[config.mk]
export PLATFORM = sky130hd
export DESIGN_NAME = grid_a_star_path_search
export DESIGN_NICKNAME = d
export VERILOG_FILES = /design/src/sv/gaps_pkg.sv /design/src/sv/gaps_ctrl.sv /design/src/sv/gaps_dp.sv /design/src/sv/grid_a_star_path_search.sv
export VERILOG_INCLUDE_DIRS = /design/src /design/src/sv
export SDC_FILE = /design/constraint.sdc
export NUM_CORES = 2
export LEC_CHECK = 0
export BUFFER_PORTS_ARGS = -buffer_cell sky130_fd_sc_hd__buf_2
export CAP_MARGIN = 20
export CORE_MARGIN = 4
export CORE_UTILIZATION = 39
export CTS_BUF_LIST = sky130_fd_sc_hd__clkbuf_4 sky130_fd_sc_hd__clkbuf_8
export CTS_CLUSTER_DIAMETER = 150
export CTS_CLUSTER_SIZE = 14
export DETAILED_ROUTE_END_ITERATION = 6
export GPL_TIMING_DRIVEN = 0
export PLACE_DENSITY = 0.58
export SLEW_MARGIN = 20
export SYNTH_ARGS = -nofsm -noshare
export SYNTH_HDL_FRONTEND = slang
export SYNTH_SLANG_ARGS = --single-unit
[constraint.sdc]
create_clock -name aclk -period 13.4 [get_ports aclk]
set_input_delay 0.67 -clock aclk [delete_from_list [all_inputs] [get_ports aclk]]
set_output_delay 0.67 -clock aclk [all_outputs]
set_load 0.03 [all_outputs]
[src/sv/grid_a_star_path_search_macros.svh]
// Assertion macros for the grid A* path search block.
// Included by the top level; no other dependencies.
`ifndef GRID_A_STAR_PATH_SEARCH_MACROS_SVH
`define GRID_A_STAR_PATH_SEARCH_MACROS_SVH
`ifndef SYNTHESIS
// Same-cycle implication.
`define GAPS_ASSERT_IMP(lbl, clk, rstn, ante, cons) \
    lbl: assert property (@(posedge clk) disable iff (!rstn) (ante) |-> (cons)) \
        else $error("gaps: assertion failed");
// Next-cycle implication.
`define GAPS_ASSERT_NXT(lbl, clk, rstn, ante, cons) \
    lbl: assert property (@(posedge clk) disable iff (!rstn) (ante) |=> (cons)) \
        else $error("gaps: assertion failed");
`else
`define GAPS_ASSERT_IMP(lbl, clk, rstn, ante, cons)
`define GAPS_ASSERT_NXT(lbl, clk, rstn, ante, cons)
`endif
`endif

[src/sv/gaps_pkg.sv]
// Shared types, constants and the heuristic table of the grid A* path search.
// No dependencies.
package gaps_pkg;

    localparam int DEF_ROWS  = 4;
    localparam int DEF_COLS  = 16;
    localparam int CELLS     = 64;
    localparam int CELL_W    = 6;
    localparam int ROW_W     = 2;
    localparam int COL_W     = 4;
    localparam int G_W       = 6;
    localparam int TC_W      = 15;
    localparam int CNT_W     = 7;
    localparam int HEUR_W    = 12;
    localparam int FRAC_BITS = 8;
    localparam int MAX_RES   = 63;
    localparam int CFG_W     = 4;
    localparam int CFG_IDX_W = 2;

    localparam logic [ROW_W-1:0] BASE_ROW_RST  = ROW_W'(3);
    localparam logic [COL_W-1:0] BASE_COL_RST  = COL_W'(15);
    localparam logic [ROW_W-1:0] SPAWN_ROW_RST = ROW_W'(3);
    localparam logic [COL_W-1:0] SPAWN_COL_RST = COL_W'(0);

    localparam logic [1:0] ACT_WRITE  = 2'd0;
    localparam logic [1:0] ACT_SEARCH = 2'd1;
    localparam logic [1:0] ACT_BUILD  = 2'd2;

    localparam logic [CFG_IDX_W-1:0] CFG_BASE_ROW  = 2'd0;
    localparam logic [CFG_IDX_W-1:0] CFG_BASE_COL  = 2'd1;
    localparam logic [CFG_IDX_W-1:0] CFG_SPAWN_ROW = 2'd2;
    localparam logic [CFG_IDX_W-1:0] CFG_SPAWN_COL = 2'd3;

    localparam logic [1:0] DIR_UP    = 2'd0;
    localparam logic [1:0] DIR_DOWN  = 2'd1;
    localparam logic [1:0] DIR_LEFT  = 2'd2;
    localparam logic [1:0] DIR_RIGHT = 2'd3;

    typedef enum logic [4:0] {
        S_IDLE, S_DISPATCH, S_INIT, S_NBR, S_CMP, S_PICK, S_SCAN_OL, S_SCAN_TC,
        S_SCAN_CMP, S_POP, S_SHIFT, S_SHIFT_WR, S_GCUR, S_GCUR_LD, S_SEARCH_END,
        S_REPORT, S_WALK_RD, S_WALK_OUT
    } state_t;

    typedef enum logic [4:0] {
        OP_NONE, OP_LOAD, OP_WRITE, OP_BLOCK, OP_UNBLOCK, OP_INIT, OP_NBR, OP_CMP,
        OP_PICK, OP_SCAN_OL, OP_SCAN_TC, OP_SCAN_CMP, OP_POP, OP_SHIFT_RD,
        OP_SHIFT_WR, OP_SHIFT_END, OP_GCUR_RD, OP_GCUR_LD, OP_OUT_FAIL,
        OP_OUT_BASE, OP_WALK_INIT, OP_WALK_RD, OP_WALK_STEP
    } dp_op_t;

    typedef struct packed {
        dp_op_t op;
    } dp_cmd_t;

    typedef struct packed {
        logic [1:0] action;
        logic       build_ok;
        logic       init_bad;
        logic       init_goal;
        logic       nbr_cmp;
        logic       d_last;
        logic       cnt_zero;
        logic       scan_last;
        logic       shift_more;
        logic       cur_goal;
        logic       found;
        logic       same_cell;
        logic       walk_last;
        logic       out_free;
    } dp_stat_t;

    typedef logic [HEUR_W-1:0] heur_tab_t [CELLS];

    // Integer square root of (dr^2 + dc^2) << 16, evaluated at elaboration.
    function automatic logic [HEUR_W-1:0] heur_of(input int unsigned dr,
                                                  input int unsigned dc);
        int unsigned v;
        int unsigned r;
        int unsigned b;
        v = (dr * dr + dc * dc) << (2 * FRAC_BITS);
        r = 0;
        b = 32'h4000_0000;
        while (b > v) b = b >> 2;
        while (b != 0) begin
            if (v >= r + b) begin
                v = v - (r + b);
                r = (r >> 1) + b;
            end else begin
                r = r >> 1;
            end
            b = b >> 2;
        end
        return HEUR_W'(r);
    endfunction

    function automatic heur_tab_t heur_build();
        heur_tab_t t;
        for (int i = 0; i < CELLS; i++) begin
            t[i] = heur_of(i >> COL_W, i % (1 << COL_W));
        end
        return t;
    endfunction

    // Indexed by {row distance, column distance}.
    localparam heur_tab_t HEUR_TAB = heur_build();

endpackage

[src/sv/gaps_ctrl.sv]
// Sequencer of the grid A* path search: walks the search and report steps.
// Depends on gaps_pkg; drives the datapath gaps_dp through dp_cmd_t.
module gaps_ctrl import gaps_pkg::*; (
    input  logic     aclk,
    input  logic     aresetn,
    input  logic     s_tvalid,
    output logic     s_tready,
    input  dp_stat_t stat,
    output dp_cmd_t  cmd
);

    state_t state_reg, state_next;
    logic   tried_reg, tried_next;

    always_ff @(posedge aclk) begin
        if (!aresetn) begin
            state_reg <= S_IDLE;
            tried_reg <= 1'b0;
        end else begin
            state_reg <= state_next;
            tried_reg <= tried_next;
        end
    end

    always_comb begin
        state_next = state_reg;
        tried_next = tried_reg;
        cmd.op     = OP_NONE;
        s_tready   = 1'b0;
        unique case (state_reg)
            S_IDLE: begin
                s_tready = 1'b1;
                if (s_tvalid) begin
                    cmd.op     = OP_LOAD;
                    state_next = S_DISPATCH;
                end
            end
            S_DISPATCH: begin
                unique case (stat.action)
                    ACT_WRITE: begin
                        cmd.op     = OP_WRITE;
                        state_next = S_IDLE;
                    end
                    ACT_SEARCH: state_next = S_INIT;
                    ACT_BUILD: begin
                        if (stat.build_ok) begin
                            cmd.op     = OP_BLOCK;
                            tried_next = 1'b1;
                        end
                        state_next = S_INIT;
                    end
                    default: state_next = S_IDLE;
                endcase
            end
            S_INIT: begin
                cmd.op     = OP_INIT;
                state_next = (stat.init_bad || stat.init_goal) ? S_SEARCH_END : S_NBR;
            end
            S_NBR: begin
                cmd.op = OP_NBR;
                if (stat.nbr_cmp)     state_next = S_CMP;
                else if (stat.d_last) state_next = S_PICK;
            end
            S_CMP: begin
                cmd.op     = OP_CMP;
                state_next = stat.d_last ? S_PICK : S_NBR;
            end
            S_PICK: begin
                if (stat.cnt_zero) begin
                    state_next = S_SEARCH_END;
                end else begin
                    cmd.op     = OP_PICK;
                    state_next = S_SCAN_OL;
                end
            end
            S_SCAN_OL: begin
                cmd.op     = OP_SCAN_OL;
                state_next = S_SCAN_TC;
            end
            S_SCAN_TC: begin
                cmd.op     = OP_SCAN_TC;
                state_next = S_SCAN_CMP;
            end
            S_SCAN_CMP: begin
                cmd.op     = OP_SCAN_CMP;
                state_next = stat.scan_last ? S_POP : S_SCAN_OL;
            end
            S_POP: begin
                cmd.op     = OP_POP;
                state_next = S_SHIFT;
            end
            S_SHIFT: begin
                if (stat.shift_more) begin
                    cmd.op     = OP_SHIFT_RD;
                    state_next = S_SHIFT_WR;
                end else begin
                    cmd.op     = OP_SHIFT_END;
                    state_next = stat.cur_goal ? S_SEARCH_END : S_GCUR;
                end
            end
            S_SHIFT_WR: begin
                cmd.op     = OP_SHIFT_WR;
                state_next = S_SHIFT;
            end
            S_GCUR: begin
                cmd.op     = OP_GCUR_RD;
                state_next = S_GCUR_LD;
            end
            S_GCUR_LD: begin
                cmd.op     = OP_GCUR_LD;
                state_next = S_NBR;
            end
            S_SEARCH_END: begin
                if (tried_reg && !stat.found) begin
                    cmd.op     = OP_UNBLOCK;
                    tried_next = 1'b0;
                    state_next = S_INIT;
                end else begin
                    state_next = S_REPORT;
                end
            end
            S_REPORT: begin
                tried_next = 1'b0;
                if (stat.out_free) begin
                    if (!stat.found) begin
                        cmd.op     = OP_OUT_FAIL;
                        state_next = S_IDLE;
                    end else if (stat.same_cell) begin
                        cmd.op     = OP_OUT_BASE;
                        state_next = S_IDLE;
                    end else begin
                        cmd.op     = OP_WALK_INIT;
                        state_next = S_WALK_RD;
                    end
                end
            end
            S_WALK_RD: begin
                cmd.op     = OP_WALK_RD;
                state_next = S_WALK_OUT;
            end
            S_WALK_OUT: begin
                if (stat.out_free) begin
                    cmd.op     = OP_WALK_STEP;
                    state_next = stat.walk_last ? S_IDLE : S_WALK_RD;
                end
            end
            default: state_next = S_IDLE;
        endcase
    end

endmodule

[src/sv/gaps_dp.sv]
// Datapath of the grid A* path search: map, flags, cost memories, open list.
// Depends on gaps_pkg; commanded by gaps_ctrl.
module gaps_dp import gaps_pkg::*; #(
    parameter int ROWS = DEF_ROWS,
    parameter int COLS = DEF_COLS
) (
    input  logic                 aclk,
    input  logic                 aresetn,
    input  logic                 cfg_wr_en,
    input  logic [CFG_IDX_W-1:0] cfg_addr,
    input  logic [CFG_W-1:0]     cfg_wdata,
    input  logic [1:0]           in_action,
    input  logic [ROW_W-1:0]     in_row,
    input  logic [COL_W-1:0]     in_col,
    input  logic                 in_value,
    input  logic                 m_tready,
    output logic                 m_tvalid,
    output logic [ROW_W-1:0]     out_row,
    output logic [COL_W-1:0]     out_col,
    output logic                 out_found,
    output logic                 out_built,
    output logic                 out_last,
    input  dp_cmd_t              cmd,
    output dp_stat_t             stat
);

    function automatic logic [CELL_W-1:0] cell_of(input logic [ROW_W-1:0] r,
                                                  input logic [COL_W-1:0] c);
        return CELL_W'(int'(r) * COLS + int'(c));
    endfunction

    // configuration
    logic [ROW_W-1:0] base_row_reg, spawn_row_reg;
    logic [COL_W-1:0] base_col_reg, spawn_col_reg;

    // item
    logic [1:0]       act_reg;
    logic [ROW_W-1:0] item_row_reg;
    logic [COL_W-1:0] item_col_reg;
    logic             item_val_reg;

    // search state
    logic [CELLS-1:0]  blocked_reg, open_reg, closed_reg;
    logic [ROW_W-1:0]  cur_row_reg, w_row_reg, best_row_reg;
    logic [COL_W-1:0]  cur_col_reg, w_col_reg, best_col_reg;
    logic [G_W-1:0]    gcur_reg, sc_q_reg;
    logic [1:0]        d_reg, pd_q_reg;
    logic [CNT_W-1:0]  cnt_reg, idx_reg, best_idx_reg;
    logic [TC_W-1:0]   tc_q_reg, best_tc_reg;
    logic [CELL_W-1:0] ol_q_reg;
    logic [CELL_W-1:0] k_reg;
    logic              found_reg;

    // output
    logic             m_tvalid_reg;
    logic [ROW_W-1:0] o_row_reg;
    logic [COL_W-1:0] o_col_reg;
    logic             o_found_reg, o_built_reg, o_last_reg;

    // memories
    logic [G_W-1:0]    sc_mem [CELLS];
    logic [TC_W-1:0]   tc_mem [CELLS];
    logic [1:0]        pd_mem [CELLS];
    logic [CELL_W-1:0] ol_mem [CELLS];

    logic [CELL_W-1:0] item_cell, base_cell, n_cell, cur_cell, best_cell;
    logic              item_in, base_in, spawn_in, special, built_bit;
    logic [ROW_W-1:0]  nr, dr, wr;
    logic [COL_W-1:0]  nc, dc, wc;
    logic              bound, nvalid, n_open, better, ins_new;
    logic [G_W-1:0]    ng;
    logic [TC_W-1:0]   tc_new;
    logic [CNT_W-1:0]  idx_inc;
    logic              upd_we, ol_we, walk_last;
    logic [CELL_W-1:0] ol_waddr, ol_wdata, ol_raddr, sc_raddr;

    assign item_cell = cell_of(item_row_reg, item_col_reg);
    assign base_cell = cell_of(base_row_reg, base_col_reg);
    assign cur_cell  = cell_of(cur_row_reg, cur_col_reg);
    assign best_cell = cell_of(best_row_reg, best_col_reg);
    assign item_in   = (int'(item_row_reg) < ROWS) && (int'(item_col_reg) < COLS);
    assign base_in   = (int'(base_row_reg) < ROWS) && (int'(base_col_reg) < COLS);
    assign spawn_in  = (int'(spawn_row_reg) < ROWS) && (int'(spawn_col_reg) < COLS);
    assign special   = ({item_row_reg, item_col_reg} == {spawn_row_reg, spawn_col_reg})
                    || ({item_row_reg, item_col_reg} == {base_row_reg, base_col_reg});
    assign built_bit = (act_reg == ACT_BUILD) && item_in && blocked_reg[item_cell];

    // neighbor of the current cell in direction d_reg
    always_comb begin
        nr    = cur_row_reg;
        nc    = cur_col_reg;
        bound = 1'b0;
        case (d_reg)
            DIR_UP: begin
                bound = (cur_row_reg != '0);
                nr    = cur_row_reg - ROW_W'(1);
            end
            DIR_DOWN: begin
                bound = (int'(cur_row_reg) + 1 < ROWS);
                nr    = cur_row_reg + ROW_W'(1);
            end
            DIR_LEFT: begin
                bound = (cur_col_reg != '0);
                nc    = cur_col_reg - COL_W'(1);
            end
            default: begin
                bound = (int'(cur_col_reg) + 1 < COLS);
                nc    = cur_col_reg + COL_W'(1);
            end
        endcase
    end

    assign n_cell  = cell_of(nr, nc);
    assign nvalid  = bound && !blocked_reg[n_cell] && !closed_reg[n_cell];
    assign n_open  = open_reg[n_cell];
    assign ins_new = (cmd.op == OP_NBR) && nvalid && !n_open;
    assign ng      = gcur_reg + G_W'(1);
    assign dr      = (nr >= spawn_row_reg) ? nr - spawn_row_reg : spawn_row_reg - nr;
    assign dc      = (nc >= spawn_col_reg) ? nc - spawn_col_reg : spawn_col_reg - nc;
    assign tc_new  = TC_W'({ng, FRAC_BITS'(0)}) + TC_W'(HEUR_TAB[{dr, dc}]);
    assign better  = ng < sc_q_reg;
    assign upd_we  = ins_new || ((cmd.op == OP_CMP) && better);
    assign idx_inc = idx_reg + CNT_W'(1);

    // one step of the walk back along the parent links
    always_comb begin
        wr = w_row_reg;
        wc = w_col_reg;
        case (pd_q_reg)
            DIR_UP:    if (w_row_reg != '0) wr = w_row_reg - ROW_W'(1);
            DIR_DOWN:  if (int'(w_row_reg) + 1 < ROWS) wr = w_row_reg + ROW_W'(1);
            DIR_LEFT:  if (w_col_reg != '0) wc = w_col_reg - COL_W'(1);
            default:   if (int'(w_col_reg) + 1 < COLS) wc = w_col_reg + COL_W'(1);
        endcase
    end
    assign walk_last = ({wr, wc} == {base_row_reg, base_col_reg})
                    || (k_reg == CELL_W'(MAX_RES - 1));

    // memory ports
    always_comb begin
        ol_we    = 1'b0;
        ol_waddr = idx_reg[CELL_W-1:0];
        ol_wdata = ol_q_reg;
        if (ins_new && (cnt_reg < CNT_W'(CELLS))) begin
            ol_we    = 1'b1;
            ol_waddr = cnt_reg[CELL_W-1:0];
            ol_wdata = {nr, nc};
        end else if (cmd.op == OP_SHIFT_WR) begin
            ol_we = 1'b1;
        end
        ol_raddr = (cmd.op == OP_SHIFT_RD) ? idx_inc[CELL_W-1:0] : idx_reg[CELL_W-1:0];
        sc_raddr = (cmd.op == OP_GCUR_RD) ? cur_cell : n_cell;
    end

    always_ff @(posedge aclk) begin
        if (upd_we) begin
            sc_mem[n_cell] <= ng;
            tc_mem[n_cell] <= tc_new;
            pd_mem[n_cell] <= d_reg ^ 2'b01;
        end
        if (ol_we) ol_mem[ol_waddr] <= ol_wdata;
        if (cmd.op == OP_NBR || cmd.op == OP_GCUR_RD) sc_q_reg <= sc_mem[sc_raddr];
        if (cmd.op == OP_SCAN_OL || cmd.op == OP_SHIFT_RD) ol_q_reg <= ol_mem[ol_raddr];
        if (cmd.op == OP_SCAN_TC)
            tc_q_reg <= tc_mem[cell_of(ol_q_reg[CELL_W-1:COL_W], ol_q_reg[COL_W-1:0])];
        if (cmd.op == OP_WALK_RD) pd_q_reg <= pd_mem[cell_of(w_row_reg, w_col_reg)];
    end

    // payload registers
    always_ff @(posedge aclk) begin
        case (cmd.op)
            OP_LOAD: begin
                act_reg      <= in_action;
                item_row_reg <= in_row;
                item_col_reg <= in_col;
                item_val_reg <= in_value;
            end
            OP_INIT: begin
                cur_row_reg <= base_row_reg;
                cur_col_reg <= base_col_reg;
                gcur_reg    <= '0;
                d_reg       <= DIR_UP;
            end
            OP_NBR:     if (!(nvalid && n_open)) d_reg <= d_reg + 2'd1;
            OP_CMP:     d_reg <= d_reg + 2'd1;
            OP_PICK:    idx_reg <= '0;
            OP_SCAN_CMP: begin
                if (idx_reg == '0 || tc_q_reg < best_tc_reg) begin
                    best_tc_reg  <= tc_q_reg;
                    best_idx_reg <= idx_reg;
                    best_row_reg <= ol_q_reg[CELL_W-1:COL_W];
                    best_col_reg <= ol_q_reg[COL_W-1:0];
                end
                idx_reg <= idx_inc;
            end
            OP_POP: begin
                cur_row_reg <= best_row_reg;
                cur_col_reg <= best_col_reg;
                idx_reg     <= best_idx_reg;
            end
            OP_SHIFT_WR: idx_reg <= idx_inc;
            OP_GCUR_LD:  gcur_reg <= sc_q_reg;
            OP_WALK_INIT: begin
                w_row_reg <= spawn_row_reg;
                w_col_reg <= spawn_col_reg;
                k_reg     <= '0;
            end
            OP_WALK_STEP: begin
                w_row_reg <= wr;
                w_col_reg <= wc;
                k_reg     <= k_reg + CELL_W'(1);
            end
            default: ;
        endcase
        if (cmd.op == OP_OUT_FAIL) begin
            o_row_reg   <= '0;
            o_col_reg   <= '0;
            o_found_reg <= 1'b0;
            o_built_reg <= built_bit;
            o_last_reg  <= 1'b1;
        end else if (cmd.op == OP_OUT_BASE) begin
            o_row_reg   <= base_row_reg;
            o_col_reg   <= base_col_reg;
            o_found_reg <= 1'b1;
            o_built_reg <= built_bit;
            o_last_reg  <= 1'b1;
        end else if (cmd.op == OP_WALK_STEP) begin
            o_row_reg   <= wr;
            o_col_reg   <= wc;
            o_found_reg <= 1'b1;
            o_built_reg <= built_bit;
            o_last_reg  <= walk_last;
        end
    end

    // control registers
    always_ff @(posedge aclk) begin
        if (!aresetn) begin
            base_row_reg  <= BASE_ROW_RST;
            base_col_reg  <= BASE_COL_RST;
            spawn_row_reg <= SPAWN_ROW_RST;
            spawn_col_reg <= SPAWN_COL_RST;
            blocked_reg   <= '0;
            open_reg      <= '0;
            closed_reg    <= '0;
            cnt_reg       <= '0;
            found_reg     <= 1'b0;
            m_tvalid_reg  <= 1'b0;
        end else begin
            if (cfg_wr_en) begin
                unique case (cfg_addr)
                    CFG_BASE_ROW:  base_row_reg  <= cfg_wdata[ROW_W-1:0];
                    CFG_BASE_COL:  base_col_reg  <= cfg_wdata[COL_W-1:0];
                    CFG_SPAWN_ROW: spawn_row_reg <= cfg_wdata[ROW_W-1:0];
                    CFG_SPAWN_COL: spawn_col_reg <= cfg_wdata[COL_W-1:0];
                    default: ;
                endcase
            end
            case (cmd.op)
                OP_WRITE:   if (item_in) blocked_reg[item_cell] <= item_val_reg;
                OP_BLOCK:   blocked_reg[item_cell] <= 1'b1;
                OP_UNBLOCK: blocked_reg[item_cell] <= 1'b0;
                OP_INIT: begin
                    open_reg   <= '0;
                    closed_reg <= CELLS'(1) << base_cell;
                    cnt_reg    <= '0;
                    found_reg  <= base_in && spawn_in
                               && ({base_row_reg, base_col_reg}
                                   == {spawn_row_reg, spawn_col_reg});
                end
                OP_NBR: begin
                    if (ins_new) begin
                        open_reg[n_cell] <= 1'b1;
                        if (cnt_reg < CNT_W'(CELLS)) cnt_reg <= cnt_reg + CNT_W'(1);
                    end
                end
                OP_POP: begin
                    open_reg[best_cell]   <= 1'b0;
                    closed_reg[best_cell] <= 1'b1;
                end
                OP_SHIFT_END: begin
                    cnt_reg <= cnt_reg - CNT_W'(1);
                    if (stat.cur_goal) found_reg <= 1'b1;
                end
                default: ;
            endcase
            if (cmd.op == OP_OUT_FAIL || cmd.op == OP_OUT_BASE || cmd.op == OP_WALK_STEP)
                m_tvalid_reg <= 1'b1;
            else if (m_tready)
                m_tvalid_reg <= 1'b0;
        end
    end

    always_comb begin
        stat.action     = act_reg;
        stat.build_ok   = item_in && !special && !blocked_reg[item_cell];
        stat.init_bad   = !(base_in && spawn_in);
        stat.init_goal  = {base_row_reg, base_col_reg} == {spawn_row_reg, spawn_col_reg};
        stat.nbr_cmp    = nvalid && n_open;
        stat.d_last     = (d_reg == DIR_RIGHT);
        stat.cnt_zero   = (cnt_reg == '0);
        stat.scan_last  = (idx_inc >= cnt_reg);
        stat.shift_more = (idx_inc < cnt_reg);
        stat.cur_goal   = {cur_row_reg, cur_col_reg} == {spawn_row_reg, spawn_col_reg};
        stat.found      = found_reg;
        stat.same_cell  = stat.init_goal;
        stat.walk_last  = walk_last;
        stat.out_free   = !m_tvalid_reg || m_tready;
    end

    assign m_tvalid  = m_tvalid_reg;
    assign out_row   = o_row_reg;
    assign out_col   = o_col_reg;
    assign out_found = o_found_reg;
    assign out_built = o_built_reg;
    assign out_last  = o_last_reg;

endmodule

[src/sv/grid_a_star_path_search.sv]
// Top level of the grid A* path search block.
// Depends on gaps_pkg, gaps_ctrl, gaps_dp and grid_a_star_path_search_macros.svh.
//
// Usage:
//   Input words carry an action in s_tuser: write one blocked bit, search,
//   or try to build on a cell. Writes produce no output word. A search or
//   build produces the path from the spawn cell's parent back to the base
//   cell, one word per cell, with m_tlast on the base cell; a failed search
//   gives one word with found clear and m_tlast set.
//   Base and spawn cells sit on the cfg_* write port; write it only while
//   the block is idle.
//   Each expansion visits the four neighbors, rechecking the cost of those
//   already open, scans the open list for its minimum through the
//   single-port open-list and cost memories and shifts the entries after the
//   pick down by one. A build may run two full searches. Each path word
//   takes a read of the parent-direction memory and an output step.
//   One item is in work at a time; s_tready rises once the last word is
//   loaded into the output register, which may still wait for the receiver.
//   Reset clears the blocked map, loads the default base and spawn cells and
//   drops any pending word. When m_tready is low the output word holds and
//   the walk stalls until it is taken.
`include "grid_a_star_path_search_macros.svh"
module grid_a_star_path_search import gaps_pkg::*; #(
    parameter int ROWS = DEF_ROWS,
    parameter int COLS = DEF_COLS
) (
    input  logic                 aclk,
    input  logic                 aresetn,
    // configuration write port
    input  logic                 cfg_wr_en,
    input  logic [CFG_IDX_W-1:0] cfg_addr,
    input  logic [CFG_W-1:0]     cfg_wdata,
    // input words
    input  logic                 s_tvalid,
    output logic                 s_tready,
    input  logic [7:0]           s_tdata,   // cell_row[1:0], cell_col[5:2], block_value[6]
    input  logic [1:0]           s_tuser,   // action[1:0]
    // result words
    output logic                 m_tvalid,
    input  logic                 m_tready,
    output logic [7:0]           m_tdata,   // path_row[1:0], path_col[5:2], found[6], built[7]
    output logic                 m_tlast
);

    dp_cmd_t          cmd;
    dp_stat_t         stat;
    logic [ROW_W-1:0] out_row;
    logic [COL_W-1:0] out_col;
    logic             out_found, out_built;

    // sequencer: one state per memory access of the search and the walk
    gaps_ctrl u_ctrl (
        .aclk     (aclk),
        .aresetn  (aresetn),
        .s_tvalid (s_tvalid),
        .s_tready (s_tready),
        .stat     (stat),
        .cmd      (cmd)
    );

    // map, search memories and output register
    gaps_dp #(
        .ROWS (ROWS),
        .COLS (COLS)
    ) u_dp (
        .aclk      (aclk),
        .aresetn   (aresetn),
        .cfg_wr_en (cfg_wr_en),
        .cfg_addr  (cfg_addr),
        .cfg_wdata (cfg_wdata),
        .in_action (s_tuser),
        .in_row    (s_tdata[ROW_W-1:0]),
        .in_col    (s_tdata[ROW_W+COL_W-1:ROW_W]),
        .in_value  (s_tdata[ROW_W+COL_W]),
        .m_tready  (m_tready),
        .m_tvalid  (m_tvalid),
        .out_row   (out_row),
        .out_col   (out_col),
        .out_found (out_found),
        .out_built (out_built),
        .out_last  (m_tlast),
        .cmd       (cmd),
        .stat      (stat)
    );

    assign m_tdata = {out_built, out_found, out_col, out_row};

    // an accepted word takes the block out of idle in the next cycle
    `GAPS_ASSERT_NXT(a_busy_after_accept, aclk, aresetn, s_tvalid && s_tready, !s_tready)
    // a failed search ends its run in a single word
    `GAPS_ASSERT_IMP(a_fail_is_last, aclk, aresetn, m_tvalid && !m_tdata[6], m_tlast)
    // never load a new word over one the receiver has not taken
    `GAPS_ASSERT_IMP(a_no_overwrite, aclk, aresetn,
        (cmd.op == OP_WALK_STEP || cmd.op == OP_OUT_FAIL || cmd.op == OP_OUT_BASE),
        (!m_tvalid || m_tready))

endmodule

==> flow_results.org <==
** Status
- The run finished, with violations left.
- Violations in the final reports :: DRC

** Worst setup path
- STA puts the critical path data arrival time at 10.49 ns.
- Slowest-stage cell, CP :: sky130_fd_sc_hd__buf_1
- The worst register-to-register path ends at u_dp.tc_mem[62][14]$_DFFE_PP_.
- Critical path type :: flip-flop to flip-flop
- Nature of the critical path endpoint :: flip-flop
- Critical Path Fanout Max :: 22
- Data on the critical path is required at its endpoint by between 10 and 15 ns.
- Setup slack on the worst reg-to-reg path comes out at between 3 and 4 ns.
- Sort of element at the start of the critical path :: flip-flop
- Among cell families on the critical path, the largest total delay comes from buffers and inverters.
- CP bufs+invs :: 11
- Launching element of the worst setup path :: u_dp.d_reg[0]$_SDFFCE_PN0P_
- For this run, the slowest stage of the critical path takes just over 0.9 ns.
- In this run the critical register-to-register path is launched from u_dp.d_reg[0]$_SDFFCE_PN0P_.
- For the worst flop-to-flop path, the logic depth is 30.

** Global routing
- Maximum number of pins on one net before global-route repair :: between 60 and 70
- The first global-routing pass estimated about 400000 um of wire.
- In the global route stage, met1 resource usage came out at 0.3069.
- The global routing stage identified its most utilized layer as met2.
- Met2 track demand over resource in global routing :: 0.3499
- Number of global-route vias before repair :: between 50000 and 60000
- Met3 track utilization from global routing :: 0.03573
- The number of antenna violations at the first check in global routing is 7.
- GRT overflow :: 0
- Total routing resource utilization after global routing :: 0.2178

** STA
- Final worst path period need :: approximately 10 ns
- RSZ-0062 raised after global routing :: false
- Worst relative slew slack :: 0.2162
- For the pin with the worst max-slew slack, the measured transition is between 1 and 1.5 ns.
- In the finished design, the share of the clock period the worst path needs comes to 0.7286.
- Setup violations remaining at the end of the flow were counted as 0.
- Worst clock skew on the final layout :: approximately 0.091 ns
- The total count of hold-check failures in the final report is 0.
- Count of pins over their slew limit :: 0
- Max Freq :: 102.4 MHz
- Across all hold checks on the routed design, the worst slack comes to slightly below 0.1 ns.

** Power
- In this run the power density over the cells is about 240 nW/um2.
- Worst ir drop on vdd :: 621.6 uV
- Summed over all cells, the static leakage comes to 32.20 nW.

** Clocking
- Post-CTS timing repair inserted 0 buffers for setup.
- Clock-pin slew was measured on the worst setup and hold paths at approximately 0.11 ns.
- Counting every sink on the clock net gives roughly 2200.
- The H-tree was split into 4 levels.
- Later-pin clock latency in the skew report :: 1.02 ns
- Master cell of the clock root buffer :: sky130_fd_sc_hd__clkbuf_8
- Buffers inserted during clock tree synthesis total 173.
- Clock tree from TritonCTS :: yes
- Buffer levels on the longest clock path :: 3

** Min path
- Hold Path Origin :: cfg_addr[0]
- The path with the worst hold slack has its endpoint at u_dp.spawn_row_reg[1]$_SDFFE_PN1P_.
- In this run the worst hold path is classified as input port to flip-flop.
- Along the worst hold path, the cell count comes to 3.

** Yosys
- Async set-reset flop share out of synthesis :: 0
- Share of the yosys chip area belonging to registers :: 0.6839
- Synth Flop Type :: sky130_fd_sc_hd__edfxtp_1
- Number of warnings printed during yosys synthesis :: 0
- The netlist uses 91 different library cells.
- Number of synthesized flops with an enable pin :: 1956
- FF+latch count, synth :: approximately 2200
- Post-synth top area cell :: sky130_fd_sc_hd__edfxtp_1
- Top cells by count, synth :: sky130_fd_sc_hd__edfxtp_1, sky130_fd_sc_hd__mux4_2, sky130_fd_sc_hd__nand2_1
- Fraction of synthesized cell area taken by the top area cell type :: 0.6348
- The number of nets in the synthesized netlist is between 5000 and 6000.
- The cell count after synthesis came out at between 5000 and 6000.
- By instance count, the leading cell after synthesis is sky130_fd_sc_hd__edfxtp_1.
- Ranked by total cell area, the synthesized netlist is headed by sky130_fd_sc_hd__edfxtp_1, sky130_fd_sc_hd__mux4_2, sky130_fd_sc_hd__dfxtp_1.
- Mean Syn Cell Area :: 16.36 um2
- Mapped cell area :: 92530 um2

** Flow run
- The tool flagged a number of max-cap violations equal to 0.

** Place
- Number of input and output port buffers inserted :: 29
- Sum of net half-perimeters after detailed placement :: roughly 190000 um
- At the end of routability-driven placement, the weighted congestion stood at 0.9524.
- Once placement completed, the tool counted placed cells totaling between 8000 and 9000.

** Final layout
- Top flop regs :: u_dp.tc_mem (960), u_dp.ol_mem (384), u_dp.sc_mem (384)
- Layout Area Growth over Synthesis :: 11.18%
- Net count, final :: 6091
- Count of non-filler cells in the finished layout :: roughly 9200
- Counting flops per register, the top entry is u_dp.tc_mem.
- Share of final-layout standard cells stronger than drive strength 1 :: 0.1883
- Max reg flops :: 960
- Counting the fill cells in the layout gives 20820.

** Detailed routing
- The detailed router finished its first iteration with about 6500 violations.
- The count of nets left with antenna violations once routing finished came out at 0.
- Average via count per standard cell :: 5.973
- Wire length per cell :: between 20 and 30 um
- Post-Route WL :: roughly 270000 um
- For this run, design rule violations remaining after detail routing come to 1.
- DRT Pass-1 Iters :: 7
- Vias post-DR :: approximately 55000

** Floorplanning
- Chip Height :: between 400 and 500 um
- Die outline width :: 495.1 um
- Pin placement for this block handled 32 I/O pins.
- After floorplanning, the core was divided into 178 placement rows.
- Initial Util :: 0.3927
- Die area :: about 250000 um2
- Area of the placeable core :: 235600 um2
## layer usage
metal	routed length (um)	vias up	part of all wire
met1	112800	28620	0.42
met5	12	-	0.000044
li1	-	23270	-
met3	21910	491	0.081
met4	8196	2	0.030
met2	127900	2608	0.47
## worst min-delay path, cell delays in order
cell	delay (ns)
sky130_fd_sc_hd__buf_2	0.11
sky130_fd_sc_hd__nor2_1	0.10
sky130_fd_sc_hd__o211ai_1	0.16
## stage by stage
step	cell area [um2]	total power [mW]	TNS (ns)	worst slack, ns	utilization
after floorplan	92530	16.13	0	3.965	-
after global placement	96610	18.72	-200.73	-1.276	0.4100
after detailed placement	99810	21.13	0	3.763	0.4236
after CTS	102800	24.54	0	3.753	0.4361
after global routing	102900	25.53	0	3.260	0.4366
final	102900	24.46	0	3.637	0.4366
## timing repair
item                      in CTS  in global routing
hold endpoints to repair      22                  0
resized for setup              0                  0
hold buffers                  14                  0
## how the worst max path moves through the flow
stage	to	slack [ns]	depth (start not counted)
6_report	u_dp.tc_mem[62][14]$_DFFE_PP_	3.64	30
5_1_grt	u_dp.tc_mem[62][14]$_DFFE_PP_	3.26	29
4_1_cts	u_dp.tc_mem[57][14]$_DFFE_PP_	3.75	30
3_5_place_dp	u_dp.tc_mem[63][14]$_DFFE_PP_	3.76	30
3_3_place_gp	u_dp.tc_mem[24][4]$_DFFE_PP_	-1.28	19
2_1_floorplan	u_dp.tc_mem[0][14]$_DFFE_PP_	3.96	25
## area by class of cell
cell class | instances | area [um2] | share of cell area
Sequential cell | 2183 | 63280 | 0.6152
Multi-Input combinational cell | 3024 | 28230 | 0.2745
Tap cell | 3150 | 3941 | 0.03831
Timing Repair Buffer | 168 | 2743 | 0.02666
Clock buffer | 216 | 2723 | 0.02647
Buffer | 375 | 1551 | 0.01508
Inverter | 74 | 280.3 | 0.002724
Clock inverter | 9 | 96.34 | 0.0009365
Antenna cell | 8 | 20.02 | 0.0001946
## report_power, final
part / switching [mW] / internal, mW
combinational: 7.02 / 3.42
clock: 2.17 / 1.31
sequential: 0.0892 / 10.4
## cells by family (layout without fill, tap and decap cells)
group                      count (synthesis)  after routing  synth area share
DFF                                     2183           2183            0.6839
and+or+nand+nor                         1098           1098           0.05601
AOI/OAI and AO/OA                       1013           1013           0.06764
muxes                                    769            769            0.1556
buffers and inverters                    449            842           0.01959
adders and majority gates                 72             72           0.01011
xor gates and xnor gates                  72             72          0.007099
other                                      0              8                 0
## placed cells by master (no fill, tap or decap), drive strengths merged, types with 47 or more instances in the layout
| cell | synthesis | layout |
|---|---|---|
| edfxtp | 1956 | 1956 |
| mux4 | 531 | 531 |
| clkbuf | 287 | 506 |
| nand2 | 349 | 349 |
| a21oi | 305 | 305 |
| nor2 | 273 | 273 |
| buf | 88 | 239 |
| dfxtp | 227 | 227 |
| mux2i | 202 | 202 |
| o21ai | 193 | 193 |
| o22ai | 131 | 131 |
| nor3 | 120 | 120 |
| o211ai | 84 | 84 |
| inv | 71 | 79 |
| a31oi | 77 | 77 |
| a211oi | 76 | 76 |
| nand3 | 75 | 75 |
| ha | 66 | 66 |
| nand4 | 60 | 60 |
| and2 | 47 | 47 |
No activity file was read; power rests on OpenSTA's default activity.
